### src/mbaeg_pkg.sv
`timescale 1ns / 1ps
package mbaeg_pkg;

  localparam int PAT_MAX     = 64;
  localparam int PATTERN_BITS_DEF = 64;
  localparam int QUEUE_DEPTH = 2;
  localparam int CFG_IDX_W   = 2;

  localparam logic       ACT_CHECK     = 1'b0;
  localparam logic       ACT_CLEAR     = 1'b1;
  localparam logic [1:0] CFG_IDX_MASK  = 2'd0;
  localparam logic [1:0] CFG_IDX_TRIG  = 2'd1;

  typedef struct packed {
    logic        action;
    logic [63:0] pattern_value;
  } in_item_t;

  typedef struct packed {
    logic [5:0]  bit_position;
    logic        raised;
    logic [63:0] reported_value;
    logic [6:0]  active_count;
    logic        last_event;
  } out_item_t;

  // Work handed from classifier to event engine
  typedef struct packed {
    logic [PAT_MAX-1:0] hits;
    logic [PAT_MAX-1:0] ups;
    logic [PAT_MAX-1:0] value;
  } job_t;

endpackage

### src/mbaeg_front.sv
`timescale 1ns / 1ps
module mbaeg_front #(
  parameter int PATTERN_BITS = 64
) (
  input  logic                           clk,
  input  logic                           rst_n,
  input  logic                           cfg_we,
  input  logic [mbaeg_pkg::CFG_IDX_W-1:0] cfg_index,
  input  logic [63:0]                    cfg_wdata,
  input  logic                           in_valid,
  output logic                           in_ready,
  input  mbaeg_pkg::in_item_t            in_data,
  output logic                           push,
  output mbaeg_pkg::job_t                push_job,
  input  logic                           q_full
);
  import mbaeg_pkg::*;

  localparam int N = PATTERN_BITS;

  logic [N-1:0] mask_r, trig_r, prev_r;
  logic [N-1:0] mask_nxt, trig_nxt, prev_nxt;
  logic         seen_r, seen_nxt;
  logic [N-1:0] old_pat, value, hits;
  logic         accept;

  assign in_ready = !q_full;
  assign accept   = in_valid && in_ready;
  assign old_pat  = seen_r ? prev_r : ~trig_r;

  always_comb begin
    mask_nxt = mask_r;
    trig_nxt = trig_r;
    if (cfg_we) begin
      case (cfg_index)
        CFG_IDX_MASK: mask_nxt = cfg_wdata[N-1:0];
        CFG_IDX_TRIG: trig_nxt = cfg_wdata[N-1:0];
        default: ;
      endcase
    end
  end

  always_comb begin
    prev_nxt = prev_r;
    seen_nxt = seen_r;
    push     = 1'b0;
    value    = old_pat;
    hits     = '0;
    push_job = '0;
    if (in_data.action == ACT_CHECK) begin
      value = in_data.pattern_value[N-1:0];
      hits  = mask_r & (value ^ old_pat);
      push_job.ups = PAT_MAX'(~(value ^ trig_r));
    end else begin
      hits = mask_r & ~(trig_r ^ old_pat);
    end
    push_job.hits  = PAT_MAX'(hits);
    push_job.value = PAT_MAX'(value);
    if (accept) begin
      seen_nxt = 1'b1;
      push     = (hits != '0);
      // an unchanged pattern gives no hits and stores the same value
      if (in_data.action == ACT_CHECK) begin
        prev_nxt = value;
      end else begin
        prev_nxt = (~mask_r & old_pat) | (mask_r & ~trig_r);
      end
    end
  end

  always_ff @(posedge clk) begin
    if (!rst_n) begin
      mask_r <= '0;
      trig_r <= '0;
      prev_r <= '0;
      seen_r <= 1'b0;
    end else begin
      mask_r <= mask_nxt;
      trig_r <= trig_nxt;
      prev_r <= prev_nxt;
      seen_r <= seen_nxt;
    end
  end

endmodule

### src/mbaeg_queue.sv
`timescale 1ns / 1ps
module mbaeg_queue (
  input  logic            clk,
  input  logic            rst_n,
  input  logic            push,
  input  mbaeg_pkg::job_t push_job,
  output logic            full,
  input  logic            pop,
  output logic            q_valid,
  output mbaeg_pkg::job_t q_job
);
  import mbaeg_pkg::*;

  localparam int PTR_W = (QUEUE_DEPTH > 1) ? $clog2(QUEUE_DEPTH) : 1;
  localparam int CNT_W = $clog2(QUEUE_DEPTH + 1);

  job_t             mem_r [QUEUE_DEPTH];
  logic [PTR_W-1:0] wr_ptr_r, wr_ptr_nxt, rd_ptr_r, rd_ptr_nxt;
  logic [CNT_W-1:0] cnt_r, cnt_nxt;
  logic             do_push, do_pop;

  assign full    = (cnt_r == CNT_W'(QUEUE_DEPTH));
  assign q_valid = (cnt_r != '0);
  assign q_job   = mem_r[rd_ptr_r];
  assign do_push = push && !full;
  assign do_pop  = pop && q_valid;

  always_comb begin
    wr_ptr_nxt = wr_ptr_r;
    rd_ptr_nxt = rd_ptr_r;
    cnt_nxt    = cnt_r;
    if (do_push) begin
      wr_ptr_nxt = (wr_ptr_r == PTR_W'(QUEUE_DEPTH - 1)) ? '0 : wr_ptr_r + 1'b1;
    end
    if (do_pop) begin
      rd_ptr_nxt = (rd_ptr_r == PTR_W'(QUEUE_DEPTH - 1)) ? '0 : rd_ptr_r + 1'b1;
    end
    if (do_push && !do_pop) begin
      cnt_nxt = cnt_r + 1'b1;
    end else if (do_pop && !do_push) begin
      cnt_nxt = cnt_r - 1'b1;
    end
  end

  always_ff @(posedge clk) begin
    if (do_push) begin
      mem_r[wr_ptr_r] <= push_job;
    end
  end

  always_ff @(posedge clk) begin
    if (!rst_n) begin
      wr_ptr_r <= '0;
      rd_ptr_r <= '0;
      cnt_r    <= '0;
    end else begin
      wr_ptr_r <= wr_ptr_nxt;
      rd_ptr_r <= rd_ptr_nxt;
      cnt_r    <= cnt_nxt;
    end
  end

endmodule

### src/mbaeg_back.sv
`timescale 1ns / 1ps
module mbaeg_back #(
  parameter int PATTERN_BITS = 64
) (
  input  logic                 clk,
  input  logic                 rst_n,
  input  logic                 q_valid,
  input  mbaeg_pkg::job_t      q_job,
  output logic                 pop,
  output logic                 out_valid,
  input  logic                 out_ready,
  output mbaeg_pkg::out_item_t out_data
);
  import mbaeg_pkg::*;

  localparam int N     = PATTERN_BITS;
  localparam int POS_W = (N > 1) ? $clog2(N) : 1;

  logic [N-1:0]      sh_r, sh_nxt, ups_r, ups_nxt;
  logic [63:0]       value_r, value_nxt;
  logic [POS_W-1:0]  pos_r, pos_nxt;
  logic [6:0]        cnt_r, cnt_nxt;
  logic              ov_r, ov_nxt;
  out_item_t         od_r, od_nxt;
  logic              busy, slot_free, step, emit;

  assign busy      = (sh_r != '0);
  assign slot_free = !ov_r || out_ready;
  assign emit      = busy && sh_r[0] && slot_free;
  // non-hit bits are skipped whatever the output side does
  assign step      = busy && (!sh_r[0] || slot_free);
  assign pop       = !busy && q_valid;

  always_comb begin
    sh_nxt    = sh_r;
    ups_nxt   = ups_r;
    value_nxt = value_r;
    pos_nxt   = pos_r;
    cnt_nxt   = cnt_r;
    ov_nxt    = ov_r;
    od_nxt    = od_r;
    if (ov_r && out_ready) begin
      ov_nxt = 1'b0;
    end
    if (pop) begin
      sh_nxt    = q_job.hits[N-1:0];
      ups_nxt   = q_job.ups[N-1:0];
      value_nxt = q_job.value;
      pos_nxt   = '0;
    end else if (step) begin
      sh_nxt  = sh_r >> 1;
      ups_nxt = ups_r >> 1;
      pos_nxt = pos_r + 1'b1;
    end
    if (emit) begin
      if (ups_r[0]) begin
        cnt_nxt = (cnt_r < 7'd64) ? cnt_r + 7'd1 : cnt_r;
      end else begin
        cnt_nxt = (cnt_r > 7'd0) ? cnt_r - 7'd1 : cnt_r;
      end
      ov_nxt                = 1'b1;
      od_nxt.bit_position   = 6'(pos_r);
      od_nxt.raised         = ups_r[0];
      od_nxt.reported_value = value_r;
      od_nxt.active_count   = cnt_nxt;
      od_nxt.last_event     = ((sh_r >> 1) == '0);
    end
  end

  always_ff @(posedge clk) begin
    if (!rst_n) begin
      sh_r  <= '0;
      cnt_r <= '0;
      ov_r  <= 1'b0;
    end else begin
      sh_r  <= sh_nxt;
      cnt_r <= cnt_nxt;
      ov_r  <= ov_nxt;
    end
  end

  always_ff @(posedge clk) begin
    ups_r   <= ups_nxt;
    value_r <= value_nxt;
    pos_r   <= pos_nxt;
    od_r    <= od_nxt;
  end

  assign out_valid = ov_r;
  assign out_data  = od_r;

endmodule

### src/masked_bit_alarm_event_generator.sv
`timescale 1ns / 1ps
// Masked bit alarm event generator.
// Input channel (in_valid/in_ready/in_data): one request per check or clear.
// A check request carries a new status pattern; a clear request clears all
// alarms currently active. Output channel (out_valid/out_ready/out_data):
// one event per masked bit concerned, rising bit order, last_event flagged.
// Config port (cfg_we/cfg_index/cfg_wdata): index 0 alarm mask, 1 trigger.
// Flow: a request is classified on acceptance and queued; the event engine
// takes it from the queue once idle and walks the hit bits one per cycle while
// the receiver keeps up. Each event leaves a registered output in the cycle
// after its bit is reached. Requests causing no event only touch state.
// The two-entry queue lets new requests be accepted while events drain.
// Reset (synchronous, rst_n low) clears the registers, the stored pattern,
// the alarm count, the queue and the output valid.
// If the receiver stalls, the pending event holds and the engine stops at the
// next hit bit; once the queue fills, in_ready drops.
module masked_bit_alarm_event_generator #(
  parameter int PATTERN_BITS = mbaeg_pkg::PATTERN_BITS_DEF
) (
  input  logic                           clk,
  input  logic                           rst_n,
  input  logic                           cfg_we,
  input  logic [mbaeg_pkg::CFG_IDX_W-1:0] cfg_index,
  input  logic [63:0]                    cfg_wdata,
  input  logic                           in_valid,
  output logic                           in_ready,
  input  mbaeg_pkg::in_item_t            in_data,
  output logic                           out_valid,
  input  logic                           out_ready,
  output mbaeg_pkg::out_item_t           out_data
);
  import mbaeg_pkg::*;

  // classifier -> queue
  logic push, q_full;
  job_t push_job;
  // queue -> event engine
  logic q_valid, pop;
  job_t q_job;

  // front: register file, stored pattern, hit and polarity vectors
  mbaeg_front #(.PATTERN_BITS(PATTERN_BITS)) u_front (
    .clk, .rst_n,
    .cfg_we, .cfg_index, .cfg_wdata,
    .in_valid, .in_ready, .in_data,
    .push, .push_job, .q_full
  );

  mbaeg_queue u_queue (
    .clk, .rst_n,
    .push, .push_job, .full(q_full),
    .pop, .q_valid, .q_job
  );

  // back: bit walker, alarm count, output register
  mbaeg_back #(.PATTERN_BITS(PATTERN_BITS)) u_back (
    .clk, .rst_n,
    .q_valid, .q_job, .pop,
    .out_valid, .out_ready, .out_data
  );

endmodule
### config.mk
export PLATFORM = sky130hd
export DESIGN_NAME = masked_bit_alarm_event_generator
export DESIGN_NICKNAME = d
export VERILOG_FILES = /design/src/mbaeg_pkg.sv /design/src/mbaeg_front.sv /design/src/mbaeg_queue.sv /design/src/mbaeg_back.sv /design/src/masked_bit_alarm_event_generator.sv
export SDC_FILE = /design/constraint.sdc
export NUM_CORES = 1
export LEC_CHECK = 0
export BUFFER_PORTS_ARGS = -buffer_cell sky130_fd_sc_hd__buf_2
export CORE_UTILIZATION = 35
export DETAILED_ROUTE_END_ITERATION = 8
export GPL_ROUTABILITY_DRIVEN = 1
export RECOVER_POWER = 50
export SYNTH_ARGS = -nofsm -noshare
export SYNTH_HDL_FRONTEND = slang
export SYNTH_HIERARCHICAL = 1
export SYNTH_SLANG_ARGS = --single-unit
export TNS_END_PERCENT = 20
### constraint.sdc
create_clock -name clk -period 16.15 [get_ports clk]
set_input_delay 1.615 -clock clk [delete_from_list [all_inputs] [get_ports clk]]
set_output_delay 1.615 -clock clk [all_outputs]
set_load 0.02 [all_outputs]
==> run metrics <==
crit share post-route 0.682; Max IR drop VDD ~0.084 mV; slowest stage cell on the critical path clkbuf_1; Die ar. 110000 um2; postcts setup bufs 0; Max Fclk 0.0908 GHz; total number of vias 26000; Yosys cell types 63; leading cell type in the layout, fill and taps excluded nand2_1; root buf cell clkbuf_16; Worst Path Required around 16000 ps; Synth area leader edfxtp_1; Layout Cells excl Fill 4980; worst-skew pair later-pin latency 670 ps; syn_area_per_cell 11.3 um2; flops & latches, synth between 800 and 900; FFs w/ async S/R, synth 0; kind of critical path input port to flip-flop; Setup violations, final 0; Gate power share 0.196; GRT Residual Overflow 0; Routed WL per cell 20.4 um; final instance area 43100 um2; vias in the first global route 25100; CP Max Fanout 90; CP bufs+invs 6; worst path cell trace clkbuf_1 > clkbuf_1 > inv_2 > clkbuf_1 > a31o_1 > or4_1 > nor4_1 > a41oi_1 > and3_4 > buf_4 > buf_4; Layout Utilization 0.402; RSZ-0062 raised after global routing false; P_leak between 10 and 15 nW; crit-path max cell delay 2910 ps; CTS H-tree lvls 3; vias per cell 5.21; Routed Antenna Nets 0; DR DRC count 0; worst hold path type flip-flop to flip-flop; row count 120; GRT Resource Usage Total 0.182; final hold vios 0; DP Cell Count 4798; clock sinks 867; ys flop type edfxtp_1; Net Switching 0.00197 W; Syn. warnings 6; max-cap viol count 14; crit-path leading delay family buffers and inverters; drt pass-1 iters 6; Mapped Nets 3499; CTS Buf Count 95; failing checks max-capacitance violations, max-slew violations; hold buffer count at CTS 0; placement-stage cell area 40100 um2; Core ar. 107000 um2; CP arrival 11280 ps; die extent in x 331 um; post-synthesis sequential area ratio 0.613; setup tns final 0 ps; switching share of power 0.292; Pint about 0.0048 W; Mapped Area 38000 um2; GPL Wtd Cong 0.794; Clock Pin Slew Worst Setup and Hold Paths 70 ps; top cells by area, synth edfxtp_1 (47%), dfxtp_1 (15%), nand2_1 (6.7%), mux2_2 (5.7%), a21boi_0 (2.7%); status complete, but fails checks; antenna violations before repair 26; Worst Max-Slew Pin Slew 4220 ps; maximum clock path buffer count 3; Setup crit end kind flip-flop; I/O pin cnt 217; Layout Skew 39.0 ps; clock share of power 0.326; DP Wirelength 63.5 mm; Chip Height 331 um; total power 0.00675 W; sequential share of power 0.478; Layout area overhead 13.6%; max-slew violation count between 800 and 900; pwr dens 156 nW/um2; CTS tree yes; Slew Limit Headroom -1.81; final WL 102 mm; Critical Path Start Type input port; 1st-iter DRT viols 2308; most used cell, CP clkbuf_1; largest net degree at the start of global routing between 90 and 100; Nets around 3600; starting density of the core 0.354; post-CTS sizing 0; Synth top area share 0.467; count of input and output buffers 216; cells after synthesis 3358; leading cell types in the layout, fill and taps excluded nand2_1 (672), edfxtp_1 (591), dfxtp_1 (275); global-route wire length before repair 155 mm; fraction of layout cells with a size suffix above 1 0.142; Period minus WS final 11020 ps; Post-synth EDFFs 591
## final timing paths
check                               endpoint                          from  slack (ps)  cells after the start
min            u_back/out_data[39]$_DFFE_PP_  u_back/value_r[31]$_DFFE_PP_         390                      0
max          u_queue/mem_r[1][144]$_DFFE_PP_                   in_data[64]        5130                     11
max reg2reg      u_back/sh_r[8]$_SDFFE_PN0P_                     flip-flop        9090                      4
min reg2reg    u_back/out_data[39]$_DFFE_PP_  u_back/value_r[31]$_DFFE_PP_         390                      0
## worst register-to-register path: cells and delay by family, from the launching register on
kind                   cells  cell delay [ps]
DFF                        1             2730
muxes                      1              640
AOI/OAI and AO/OA          2              560
buffers and inverters      1             3030
## cell usage after synthesis (6+ instances only)
cell      count
nand4_1       7
nor3_1        6
xnor2_1      82
o22ai_1      27
a21o_1       24
or4b_2       20
a211oi_1     36
nor4_1       25
nor2b_1      53
buf_2        31
mux2_2      193
inv_1        13
o21a_1       22
or4_1         7
nand2b_1     10
buf_1        16
a22oi_1       6
and2_1       16
dfxtp_1     276
xor2_1      107
o21ai_0     180
nand2_1     674
a21boi_0    137
o311ai_0     61
a21oi_1     145
a31oi_1      75
mux2i_1       8
o211ai_1      9
edfxtp_1    591
nand3_1      28
clkbuf_1    136
buf_6        26
nor2_1      242
## metal layers
metal / global-route usage / vias to the layer above / routed length, um
met2: 0.287 / 721 / 46400
met3: 0.0324 / 151 / 6460
met4: 0.0446 / 16 / 1840
met1: 0.259 / 12700 / 46800
met5: 0 / - / 109
li1: - / 12400 / -
## cell families after synthesis
logic type               Yosys count  share of synthesized area
AND/OR/NAND/NOR                 1115                      0.126
flip-flops                       867                      0.613
AO/OA/AOI/OAI                    749                      0.126
buffers and inverters            228                     0.0292
multiplexers                     205                     0.0605
XOR/XNOR                         189                     0.0436
adder cells (fa/ha/maj)            5                    0.00165
## flip-flops by register name (all words and copies together) (netlist names), 64 cells and up, named ones only
signal,count
u_front/trig_r,64
u_queue/mem_r,384
u_back/ups_r,64
u_back/out_data,79
u_front/prev_r,64
u_back/sh_r,64
u_back/value_r,64
u_front/mask_r,64
## cell type report
cell class | instances | area, um2
clock inverter | 48 | 504
sequential | 867 | 23300
inverter | 14 | 56.3
tap | 1403 | 1760
multi-input combinational | 2263 | 13600
timing repair buffer | 251 | 1200
clock buffer | 130 | 2680
fill | 10300 | 64200
antenna | 4 | 10.0
## power by group through the flow
stage                     clock network [W]  logic, W  registers, W
after floorplan                           0  0.000913       0.00326
after global placement                    0   0.00133       0.00325
after detailed placement                  0   0.00134       0.00326
after CTS                           0.00226   0.00135       0.00322
after global routing                0.00234   0.00145       0.00327
final                               0.00220   0.00132       0.00322
## metrics by stage
step                      worst slack, ps  hold WS [ps]
after detailed placement             8410           405
after CTS                            9130           371
after floorplan                      4760           400
after global placement               8460           402
final                                5130           387
after global routing                 4610           387
(Power assumes the default switching activity.)
